<file path="src/hdl/csr_pkg.sv">
// Shared constants, types and control structs for the circle span rasterizer.
package csr_pkg;

  localparam int COORD_BITS  = 12;
  localparam int MAX_RADIUS  = 63;
  localparam int IN_XY_BITS  = 12;
  localparam int RADIUS_BITS = 6;
  localparam int ARG_BITS    = 12;
  localparam int ROOT_BITS   = 6;
  localparam int OUT_BITS    = 14;

  localparam logic [IN_XY_BITS-1:0]  COORD_MASK = IN_XY_BITS'((33'd1 << COORD_BITS) - 33'd1);
  localparam logic [RADIUS_BITS-1:0] RADIUS_MAX = RADIUS_BITS'(MAX_RADIUS);

  typedef enum logic [2:0] {
    S_IDLE,
    S_ARG,
    S_ROOT_GO,
    S_ROOT,
    S_EMIT
  } state_t;

  typedef struct packed {
    logic load;
    logic arg_load;
    logic root_start;
    logic emit;
    logic step;
  } cmd_t;

  typedef struct packed {
    logic no_rows;
    logic last;
    logic root_busy;
    logic out_busy;
  } stat_t;

endpackage

</file>
<file path="src/hdl/csr_sqrt.sv">
// Bit-serial integer square root, one result bit per cycle.
module csr_sqrt
  import csr_pkg::*;
(
  input  logic                 clk,
  input  logic                 rst_n,
  input  logic                 start,
  input  logic [ARG_BITS-1:0]  arg,
  output logic                 busy,
  output logic [ROOT_BITS-1:0] root
);

  localparam logic [ARG_BITS-1:0] FIRST_BIT = ARG_BITS'(1) << (2 * (ROOT_BITS - 1));

  logic [ARG_BITS-1:0] bit_r, bit_nxt;
  logic [ARG_BITS-1:0] rem_r, rem_nxt;
  logic [ARG_BITS-1:0] root_r, root_nxt;
  logic [ARG_BITS:0]   trial;

  assign trial = {1'b0, root_r} + {1'b0, bit_r};

  always_comb begin
    bit_nxt  = bit_r;
    rem_nxt  = rem_r;
    root_nxt = root_r;
    if (start) begin
      bit_nxt  = FIRST_BIT;
      rem_nxt  = arg;
      root_nxt = '0;
    end else if (bit_r != '0) begin
      bit_nxt = bit_r >> 2;
      if ({1'b0, rem_r} >= trial) begin
        rem_nxt  = rem_r - trial[ARG_BITS-1:0];
        root_nxt = (root_r >> 1) + bit_r;
      end else begin
        root_nxt = root_r >> 1;
      end
    end
  end

  always_ff @(posedge clk) begin
    if (!rst_n) begin
      bit_r <= '0;
    end else begin
      bit_r <= bit_nxt;
    end
  end

  always_ff @(posedge clk) begin
    rem_r  <= rem_nxt;
    root_r <= root_nxt;
  end

  assign busy = (bit_r != '0);
  assign root = root_r[ROOT_BITS-1:0];

endmodule

</file>
<file path="src/hdl/csr_dp.sv">
// Datapath: held command, row offset, root argument, square root and result register.
module csr_dp
  import csr_pkg::*;
(
  input  logic        clk,
  input  logic        rst_n,
  input  cmd_t        cmd,
  output stat_t       stat,
  input  logic [31:0] in_tdata,
  input  logic        in_tuser,
  output logic        out_tvalid,
  input  logic        out_tready,
  output logic [55:0] out_tdata,
  output logic        out_tuser,
  output logic        out_tlast
);

  logic [IN_XY_BITS-1:0]    cx_r, cy_r;
  logic [RADIUS_BITS-1:0]   r_r, dy_r;
  logic                     mode_r;
  logic [ARG_BITS-1:0]      arg_r;
  logic [RADIUS_BITS-1:0]   in_radius, sat_radius;
  logic [RADIUS_BITS:0]     span;
  logic [2*RADIUS_BITS:0]   prod;
  logic                     root_busy;
  logic [ROOT_BITS-1:0]     root;
  logic [OUT_BITS-1:0]      cx_w, cy_w, r_w, dy_w, dx_w;
  logic                     out_valid_r, out_valid_nxt;
  logic [OUT_BITS-1:0]      xl_r, xr_r, ylo_r, yup_r;
  logic                     ends_r, last_r;

  assign in_radius  = in_tdata[2*IN_XY_BITS +: RADIUS_BITS];
  assign sat_radius = (in_radius > RADIUS_MAX) ? RADIUS_MAX : in_radius;

  assign span = {r_r, 1'b0} - {1'b0, dy_r};
  assign prod = dy_r * span;

  always_ff @(posedge clk) begin
    if (!rst_n) begin
      cx_r   <= '0;
      cy_r   <= '0;
      r_r    <= '0;
      mode_r <= 1'b0;
      dy_r   <= '0;
    end else begin
      if (cmd.load) begin
        cx_r   <= in_tdata[IN_XY_BITS-1:0] & COORD_MASK;
        cy_r   <= in_tdata[IN_XY_BITS +: IN_XY_BITS] & COORD_MASK;
        r_r    <= sat_radius;
        mode_r <= in_tuser;
        dy_r   <= in_tuser ? RADIUS_BITS'(0) : RADIUS_BITS'(1);
      end else if (cmd.step) begin
        dy_r <= dy_r + RADIUS_BITS'(1);
      end
    end
  end

  always_ff @(posedge clk) begin
    if (cmd.arg_load) begin
      if (dy_r == '0) begin
        arg_r <= ARG_BITS'({r_r, 1'b0});
      end else begin
        arg_r <= prod[ARG_BITS-1:0];
      end
    end
  end

  csr_sqrt u_sqrt (
    .clk   (clk),
    .rst_n (rst_n),
    .start (cmd.root_start),
    .arg   (arg_r),
    .busy  (root_busy),
    .root  (root)
  );

  assign cx_w = OUT_BITS'(cx_r);
  assign cy_w = OUT_BITS'(cy_r);
  assign r_w  = OUT_BITS'(r_r);
  assign dy_w = OUT_BITS'(dy_r);
  assign dx_w = OUT_BITS'(root);

  always_comb begin
    out_valid_nxt = out_valid_r;
    if (cmd.emit) begin
      out_valid_nxt = 1'b1;
    end else if (out_tready) begin
      out_valid_nxt = 1'b0;
    end
  end

  always_ff @(posedge clk) begin
    if (!rst_n) begin
      out_valid_r <= 1'b0;
    end else begin
      out_valid_r <= out_valid_nxt;
    end
  end

  always_ff @(posedge clk) begin
    if (cmd.emit) begin
      xl_r   <= cx_w - dx_w;
      xr_r   <= cx_w + dx_w;
      ylo_r  <= cy_w + r_w - dy_w;
      yup_r  <= cy_w - r_w + dy_w;
      ends_r <= mode_r && (dy_r != '0);
      last_r <= (dy_r == r_r);
    end
  end

  assign stat.no_rows   = !in_tuser && (sat_radius == '0);
  assign stat.last      = (dy_r == r_r);
  assign stat.root_busy = root_busy;
  assign stat.out_busy  = out_valid_r && !out_tready;

  assign out_tvalid = out_valid_r;
  assign out_tdata  = {yup_r, ylo_r, xr_r, xl_r};
  assign out_tuser  = ends_r;
  assign out_tlast  = last_r;

endmodule

</file>
<file path="src/hdl/csr_ctrl.sv">
// Controller: sequences command load, root argument, square root and result word per row.
module csr_ctrl
  import csr_pkg::*;
(
  input  logic  clk,
  input  logic  rst_n,
  input  logic  in_tvalid,
  output logic  in_tready,
  input  stat_t stat,
  output cmd_t  cmd
);

  state_t state_r, state_nxt;

  always_ff @(posedge clk) begin
    if (!rst_n) begin
      state_r <= S_IDLE;
    end else begin
      state_r <= state_nxt;
    end
  end

  always_comb begin
    state_nxt = state_r;
    cmd       = '0;
    in_tready = 1'b0;
    case (state_r)
      S_IDLE: begin
        in_tready = 1'b1;
        if (in_tvalid) begin
          cmd.load = 1'b1;
          if (!stat.no_rows) begin
            state_nxt = S_ARG;
          end
        end
      end
      S_ARG: begin
        cmd.arg_load = 1'b1;
        state_nxt    = S_ROOT_GO;
      end
      S_ROOT_GO: begin
        cmd.root_start = 1'b1;
        state_nxt      = S_ROOT;
      end
      S_ROOT: begin
        if (!stat.root_busy) begin
          state_nxt = S_EMIT;
        end
      end
      S_EMIT: begin
        if (!stat.out_busy) begin
          cmd.emit = 1'b1;
          if (stat.last) begin
            state_nxt = S_IDLE;
          end else begin
            cmd.step  = 1'b1;
            state_nxt = S_ARG;
          end
        end
      end
      default: begin
        state_nxt = S_IDLE;
      end
    endcase
  end

endmodule

</file>
<file path="src/hdl/circle_span_rasterizer.sv">
// Top level of the circle span rasterizer: controller plus datapath.
//
// Input channel (in_*): one word is one circle command (center, radius, mode).
// Output channel (out_*): one word per row pair: span ends and the two rows.
// Fill mode gives r words and nothing for a zero radius; outline mode gives a
// cap word first and then r words with out_tuser set (end pixels only).
// out_tlast marks the final word of a command.
// Each word passes through root argument load, root start, the bit-serial square
// root (six root bits and a done check) and the output load.
// A command occupies the block longest at the largest radius in outline mode;
// a zero-radius fill command is taken and gives no words.
// in_tready is high only between commands; the next command is taken while
// the final word still waits in the output register.
// When the receiver stalls, the output register holds its word and the
// sequencer waits with the next row ready.
// Synchronous active-low reset clears the sequencer, held command and valid.
module circle_span_rasterizer
  import csr_pkg::*;
(
  input  logic        clk,
  input  logic        rst_n,
  input  logic        in_tvalid,
  output logic        in_tready,
  input  logic [31:0] in_tdata,   // center_x[11:0], center_y[23:12], radius[29:24], zero
  input  logic        in_tuser,   // func
  output logic        out_tvalid,
  input  logic        out_tready,
  output logic [55:0] out_tdata,  // x_left[13:0], x_right[27:14], y_lower_half[41:28],
                                  // y_upper_half[55:42]
  output logic        out_tuser,  // endpoints_only
  output logic        out_tlast
);

  cmd_t  cmd;
  stat_t stat;

  csr_ctrl u_ctrl (
    .clk       (clk),
    .rst_n     (rst_n),
    .in_tvalid (in_tvalid),
    .in_tready (in_tready),
    .stat      (stat),
    .cmd       (cmd)
  );

  csr_dp u_dp (
    .clk        (clk),
    .rst_n      (rst_n),
    .cmd        (cmd),
    .stat       (stat),
    .in_tdata   (in_tdata),
    .in_tuser   (in_tuser),
    .out_tvalid (out_tvalid),
    .out_tready (out_tready),
    .out_tdata  (out_tdata),
    .out_tuser  (out_tuser),
    .out_tlast  (out_tlast)
  );

endmodule
</file>
<file path="config.mk">
export PLATFORM = sky130hd
export DESIGN_NAME = circle_span_rasterizer
export DESIGN_NICKNAME = d
export VERILOG_FILES = /design/src/hdl/csr_pkg.sv /design/src/hdl/csr_sqrt.sv /design/src/hdl/csr_dp.sv /design/src/hdl/csr_ctrl.sv /design/src/hdl/circle_span_rasterizer.sv
export SDC_FILE = /design/constraint.sdc
export NUM_CORES = 1
export LEC_CHECK = 0
export ABC_AREA = 0
export BUFFER_PORTS_ARGS = -buffer_cell sky130_fd_sc_hd__clkbuf_2
export CAP_MARGIN = 20
export CELL_PAD_IN_SITES_DETAIL_PLACEMENT = 0
export CELL_PAD_IN_SITES_GLOBAL_PLACEMENT = 1
export CORE_ASPECT_RATIO = 0.7
export CORE_MARGIN = 3
export CORE_UTILIZATION = 35
export DETAILED_ROUTE_END_ITERATION = 6
export PLACE_DENSITY_LB_ADDON = 0.1
export SETUP_SLACK_MARGIN = 0.3
export SLEW_MARGIN = 10
export SYNTH_ARGS = -nofsm -noshare
export SYNTH_HDL_FRONTEND = slang
export SYNTH_SLANG_ARGS = --single-unit
</file>
<file path="constraint.sdc">
create_clock -name clk -period 5.2 [get_ports clk]
set_input_delay 0.52 -clock clk [delete_from_list [all_inputs] [get_ports clk]]
set_output_delay 0.52 -clock clk [all_outputs]
set_load 0.02 [all_outputs]
</file>
==> metrics.txt, run 1 <==
count of clock tree sinks 138; Setup TNS Final 0 ns; drt first-iter violations 371; CTS tree built; Async SR Flop Fraction 0%; critical-path cell list buf_4 -> fa_2 -> nor2b_1 -> o21a_1 -> nor2_1 -> xnor2_2 -> and2_1 -> fa_1 -> inv_1 -> fa_1 -> fa_1 -> inv_1 -> ha_4 -> nor2b_2 -> o21ai_2 -> a21boi_2 -> o21ai_2 -> nand2b_1 -> xnor2_1 -> nor2_1; Final min period 4.68 ns; Remaining DRCs 0; via/cell ratio 4.93; number of antenna violations at the first check in global routing 0; TritonCTS buffer count 17; detailed-route via count 7636; maximum root-to-sink buffer count 2; Worst Setup Slack, final just over 0.5 ns; Pwr Total 4.61 mW; post-route non-filler standard cell count 1550; n_diodes 0; setup violators final 0; first-pass GRT wire length 40300 um; CTS root buf clkbuf_16; remaining global-route overflow 0; GP Congestion ~0.8; Clock Skew 0.0116 ns; number of max-cap violations 0; GRT Util Overall 16.7%; final worst-path cycle share 90.1%; final net count about 1300; critical path required time roughly 5.4 ns; Logic pwr share 37.9%; Die X around 210 um; Area Overhead vs Synth 17.1%; clock latency on the worst-skew pair around 0.43 ns; register bit count reported by yosys 138; Critical Path Fanout Max 10; row cnt 51; run status complete, no violations; Routed Antenna Nets 0; HPWL after DPL 19200 um; drt wl/cell 16.6 um; Netlist cell types 76; Core Footprint 27900 um^2; share of cells above drive strength 1 17.4%; cell count after synthesis 1069; f_max 213 MHz; clock group share of total power 29.3%; sequential share of power 32.8%; unrepaired setup endpoints after global routing false; Relative slew margins 39.4%; P_leak 4.89 nW; Int Pwr roughly 2.9 mW; Sw Ratio 36.2%; Critical Path Max Stage Delay 0.54 ns; PortBufs 93; PD cells 394 nW/um^2; Syn Nets 1224; total routed wirelength 25800 um; Post-Place Cells 1514; Worst-path clk slew 0.07 ns; EDFF count, synth 79; Ports 97; Post-Syn Area 10000 um^2; Layout fillers 2791; most frequent cells in the layout 117 x nand2_1, 93 x clkbuf_2, 86 x ha_1; number of global-route vias before repair approximately 7000; Hold Crit Class input pin to register; crit path capture type register; YS warnings 0; fin. max-slew vios 0; worst ir drop on vdd 0.244 mV; H-tree levels 4; Startpoint Class register; Syn Area/Cell 9.36 um^2; Worst path slowest cell fa_1; Worst Path Arrival 4.85 ns; largest net degree at the start of global routing 57; Pre-antenna DRT Iters 5; Die Y approximately 150 um; Worst path most repeated cell fa_1; worst slack at placement 0.177 ns; Primary FF master, synth edfxtp_1; most common cell after layout, fill and taps aside nand2_1; Least-Margin Pin Slew 0.906 ns; Post-CTS Hold Fix Bufs 0; Hold Vio Cnt, Final 0; Fin Hold WS approximately 0.32 ns; sequential share of the synthesized area between 30% and 40%; Crit Path Category register to register; Net Switching 1.67 mW; Starting Density 35.8%; Die ar. 30700 um^2
[flip-flops by register name, indices dropped and copies added, names as in the netlist]
signal and count:
u_ctrl.state_r 3, u_dp.arg_r 12, u_dp.cx_r 12, u_dp.cy_r 12, u_dp.dy_r 6, u_dp.mode_r 1
u_dp.out_tlast 1, u_dp.out_tuser 1, u_dp.out_tvalid 1, u_dp.r_r 6, u_dp.u_sqrt.bit_r 6, u_dp.u_sqrt.rem_r 12
u_dp.u_sqrt.root_r 12, u_dp.xl_r 13, u_dp.xr_r 12, u_dp.ylo_r 14, u_dp.yup_r 14
[per-layer routing]
layer | track usage (%) | up-vias | share of wire [%]
met5 | 0 | - | 0
met4 | 3.74 | 0 | 1.1
met3 | 3.22 | 19 | 3.6
met2 | 21.8 | 111 | 38
met1 | 27.6 | 3612 | 57
li1 | - | 3894 | -
[layout make-up]
| class | count | area (um^2) | area share, % |
|---|---|---|---|
| Clock inverter | 9 | 118 | 1.00 |
| Clock buffer | 23 | 533 | 4.55 |
| Inverter | 75 | 282 | 2.40 |
| Sequential cell | 138 | 3560 | 30.3 |
| Multi-Input combinational cell | 809 | 6060 | 51.7 |
| Timing Repair Buffer | 125 | 706 | 6.02 |
| Tap cell | 371 | 464 | 3.96 |
[repair_timing]
item	4_1_cts	5_1_grt
pin swaps	0	12
setup endpoints to repair	2	4
gates resized for setup	3	18
buffers inserted	0	4
[logic make-up after synthesis]
logic type / after synthesis / share of synthesized area (%)
AO/OA/AOI/OAI: 220 / 15.1
flip-flops: 138 / 35.5
other: 1 / 0.0375
AND/OR/NAND/NOR: 356 / 17.3
adder cells (fa/ha/maj): 118 / 16.9
XOR/XNOR: 96 / 8.40
multiplexers: 18 / 1.85
buffers and inverters: 122 / 4.92
[power groups by stage]
| stage | Combinational [mW] | Sequential, mW | Clock (mW) |
|---|---|---|---|
| after floorplan | 1.35 | 1.47 | 0 |
| after global placement | 1.73 | 1.53 | 0 |
| after detailed placement | 1.72 | 1.53 | 0 |
| after CTS | 1.73 | 1.51 | 1.38 |
| after global routing | 1.98 | 1.53 | 1.42 |
| final | 1.75 | 1.51 | 1.35 |
[Yosys cell counts (all sizes together), types with 7 or more instances]
| cell type | instances | share of area [%] |
|---|---|---|
| nand2b | 16 | 1.0 |
| clkbuf | 34 | 1.3 |
| fa | 28 | 5.6 |
| o21ai | 51 | 2.5 |
| xnor2 | 60 | 5.2 |
| o21bai | 8 | 0.60 |
| mux2i | 14 | 1.4 |
| xor2 | 36 | 3.1 |
| a21oi | 47 | 2.5 |
| and2 | 29 | 1.8 |
| nor2 | 85 | 3.2 |
| nor3 | 24 | 1.3 |
| and3 | 14 | 0.87 |
| a21o | 9 | 0.67 |
| or3 | 10 | 0.74 |
| buf | 13 | 0.83 |
| ha | 90 | 11 |
| a21boi | 38 | 2.8 |
| inv | 74 | 2.8 |
| dfxtp | 59 | 12 |
| a211oi | 16 | 1.2 |
| nor4 | 7 | 0.50 |
| nand4 | 8 | 0.50 |
| nor2b | 16 | 1.1 |
| nand3 | 14 | 0.70 |
| o21a | 10 | 0.75 |
| nand2 | 118 | 4.5 |
| edfxtp | 79 | 24 |
[worst max-delay path: cells and delay by family (launching register included)]
family                   cells  cell delay (ns)
AND/OR/NAND/NOR              6             0.68
adder cells (fa/ha/maj)      5             2.15
flip-flops                   1             0.32
XOR/XNOR                     2             0.32
AO/OA/AOI/OAI                4             0.62
buffers and inverters        3             0.30
[path summary, 6_finish.rpt]
check / startpoint / endpoint / slack (ns) / cells past startpoint
worst max-delay path: u_dp.dy_r[1] / u_dp.arg_r[9] / 0.52 / 20
worst min-delay path: in_tdata[19] / u_dp.cy_r[7] / 0.32 / 3
worst max register to register: u_dp.dy_r[1] / u_dp.arg_r[9] / 0.52 / 20
worst min register to register: u_dp.cx_r[3] / u_dp.cx_r[3] / 0.50 / 2
[stage by stage]
| step | utilization, % | area [um^2] |
|---|---|---|
| floorplan | - | 10000 |
| global placement | 39.2 | 10900 |
| detailed placement | 39.2 | 10900 |
| CTS | 41.5 | 11600 |
| global route | 41.9 | 11700 |
| finish | 41.9 | 11700 |
Note: power is estimated with default switching activity, not from simulation.
==> run 2: changes to the inputs <==
--- a/config.mk
+++ b/config.mk
@@ -19,4 +19,5 @@
 export SLEW_MARGIN = 10
 export SYNTH_ARGS = -nofsm -noshare
 export SYNTH_HDL_FRONTEND = slang
+export SYNTH_HIERARCHICAL = 1
 export SYNTH_SLANG_ARGS = --single-unit
==> run 2 against run 1 <==
Against the previous run: sequential share of layout area increased by 0.12 points; critical path depth decreased by 1; final area decreased by 0.36%; die area decreased by 0.52%; flip-flop and latch count unchanged; area after synthesis decreased by 0.54%; sequential power about the same; critical endpoint is now u_dp/arg_r[11].
==> metrics.txt, run 2 <==
run status complete, no violations; Core Footprint 27300 um^2 (-2.2%); setup violators final 0 (unchanged); Crit Path Category register to register; Syn Area/Cell 9.92 um^2 (+5.9%); row cnt 50 (-2.0%); Synth area leader edfxtp_1; hold wc startpoint in_tdata[15]; most common cell after layout, fill and taps aside inv_1; YS warnings 6 (+6); worst slack at placement 0.130 ns (-0.0472 ns); Hold Vio Cnt, Final 0 (unchanged); detailed-route via count 7212 (-5.6%); sequential share of the synthesized area 35.7% (+0.19 points); Setup TNS Final 0 ns (unchanged); GP Congestion 0.780 (-4.7%); number of global-route vias before repair 7130 (+1.5%); via/cell ratio 4.83 (-1.9%); crit path capture type register; Area Overhead vs Synth 17.3%; PD cells 402 nW/um^2 (+2.0%); Hold Crit Class input pin to register; first-pass GRT wire length 40100 um (-0.39%); Final min period 4.70 ns (+0.0170 ns); post-route non-filler standard cell count 1493 (-3.7%); Critical Path Fanout Max 4 (-6); Primary FF master, synth edfxtp_1; Post-Syn Area 9960 um^2 (-0.54%); Pre-antenna DRT Iters 5 (unchanged); most frequent cells in the layout 101 x inv_1, 93 x clkbuf_2, 92 x ha_1; Worst Path Arrival 4.99 ns (+0.14 ns); drt first-iter violations 365 (-1.6%); top cells by area, synth edfxtp_1 24%, ha_1 12%, dfxtp_1 12%; final net count 1281 (-3.0%); Crit Reg-Reg Startpoint u_dp/dy_r[1]; Commonest cells post-synth 102 x inv_1, 96 x ha_1, 79 x edfxtp_1; CTS root buf clkbuf_16; f_max 213 MHz (-0.36%); Clock Skew 0.0116 ns (+0.0000138 ns); Starting Density 36.4% (+0.60 points); Die X 208 um (-0.26%); HPWL after DPL 18900 um (-1.8%); Post-Place Cells 1457 (-3.8%); Relative slew margins 29.8% (-9.7 points); share of cells above drive strength 1 17.7% (+0.33 points); maximum root-to-sink buffer count 2 (unchanged); H-tree levels 4 (unchanged); number of max-cap violations 0 (unchanged); largest net degree at the start of global routing 44 (-23%); drt wl/cell 16.5 um (-0.77%); number of antenna violations at the first check in global routing 0 (unchanged); Worst Setup SP u_dp/dy_r[1]; Post-CTS Hold Fix Bufs 0 (unchanged); PortBufs 93 (unchanged); unrepaired setup endpoints after global routing false; n_diodes 0 (unchanged); Pwr Total 4.69 mW (+1.6%); total routed wirelength 24600 um (-4.4%); Syn Nets 1169 (-4.5%); EDFF count, synth 79 (unchanged); Fin Hold WS 0.342 ns (+0.0212 ns); Startpoint Class register; Yosys top cell area share 23.8% (+0.13 points); critical path required time 5.49 ns (+0.13 ns); register bit count reported by yosys 138 (unchanged); Async SR Flop Fraction 0% (unchanged); GRT Util Overall 16.6% (-0.085 points); Worst-path clk slew 0.06 ns (about the same); Ports 97 (unchanged); Die ar. 30500 um^2 (-0.52%); TritonCTS buffer count 17 (unchanged); Worst Setup Slack, final 0.498 ns (-0.0170 ns); fin. max-slew vios 0 (unchanged); Netlist cell types 70 (-7.9%); clock latency on the worst-skew pair 0.44 ns (about the same); Die Y 147 um (-0.26%); P_leak 5.01 nW (+2.5%); remaining global-route overflow 0 (unchanged); Largest regs u_dp/ylo_r (14), u_dp/yup_r (14), u_dp/xl_r (13); Layout fillers 2716 (-2.7%); Least-Margin Pin Slew 1.05 ns (+0.143 ns); CTS tree built; Routed Antenna Nets 0 (unchanged); worst ir drop on vdd 0.285 mV (+17%); cell count after synthesis 1004 (-6.1%); count leader, synth inv_1; final worst-path cycle share 90.4% (+0.33 points); Remaining DRCs 0 (unchanged); count of clock tree sinks 138 (unchanged)
[run 2: kinds of logic (layout without fill, tap and decap cells)]
family	Yosys count	after routing	share of synthesized area (%)
simple gates	281	281	15.4
mux	42	42	4.26
compound gates	184	184	12.4
flops	138	138	35.7
buf+inv	140	265	5.77
fa+ha+maj	128	128	18.5
other cells	1	1	0.0377
xor+xnor	90	90	7.99
[run 2: worst paths after layout]
kind                          to  slack, ns  depth (start not counted)
setup / recovery  u_dp/arg_r[11]       0.50                         19
setup reg to reg  u_dp/arg_r[11]       0.50                         19
hold / removal      u_dp/cy_r[3]       0.34                          3
hold reg to reg      u_dp/mode_r       0.49                          2
[run 2: final cells by class]
cell class | count | area, um^2 | share of cell area [%]
Clock buffer | 18 | 429 | 3.67
Clock inverter | 14 | 146 | 1.25
Inverter | 105 | 394 | 3.37
Multi-Input combinational cell | 726 | 5970 | 51.1
Sequential cell | 138 | 3560 | 30.5
Tap cell | 364 | 455 | 3.90
Timing Repair Buffer | 128 | 728 | 6.24
[run 2: worst max-delay path, stage by stage, from the launching register on]
cell      delay, ns
dfxtp_2        0.32
buf_4          0.14
fa_2           0.39
nor2b_1        0.12
o21a_1         0.22
nor2_2         0.07
xnor2_2        0.25
buf_4          0.17
and2_4         0.13
fa_1           0.43
fa_1           0.54
inv_1          0.05
fa_1           0.54
inv_2          0.05
ha_4           0.24
a21boi_2       0.17
o21ai_2        0.18
a21oi_2        0.08
or3_1          0.32
a21oi_2        0.14
[run 2: per-stage QoR]
| step | util [%] | cell area (um^2) |
|---|---|---|
| 3_3_place_gp | 40.1 | 11000 |
| 3_5_place_dp | 40.1 | 11000 |
| 4_1_cts | 42.3 | 11600 |
| 2_1_floorplan | - | 9960 |
| 5_1_grt | 42.7 | 11700 |
| 6_report | 42.7 | 11700 |
[run 2: metal layers]
layer | wire length (um) | vias to the layer above | global-route usage [%]
li1 | - | 3725 | -
met1 | 14000 | 3379 | 26.3
met2 | 9710 | 99 | 22.7
met3 | 816 | 9 | 4.01
met4 | 146 | 0 | 3.26
met5 | 0 | - | 0
[run 2: repair_timing]
item	4_1_cts	5_1_grt
resized for setup	6	22
setup buffers	1	3
endpoints found under the hold margin	0	0
setup endpoints to repair	2	4
pin swaps	4	18
[run 2: report_power, final]
part	switching [mW]	internal (mW)
Clock	0.500	0.706
Combinational	1.10	0.861
Sequential	0.141	1.38
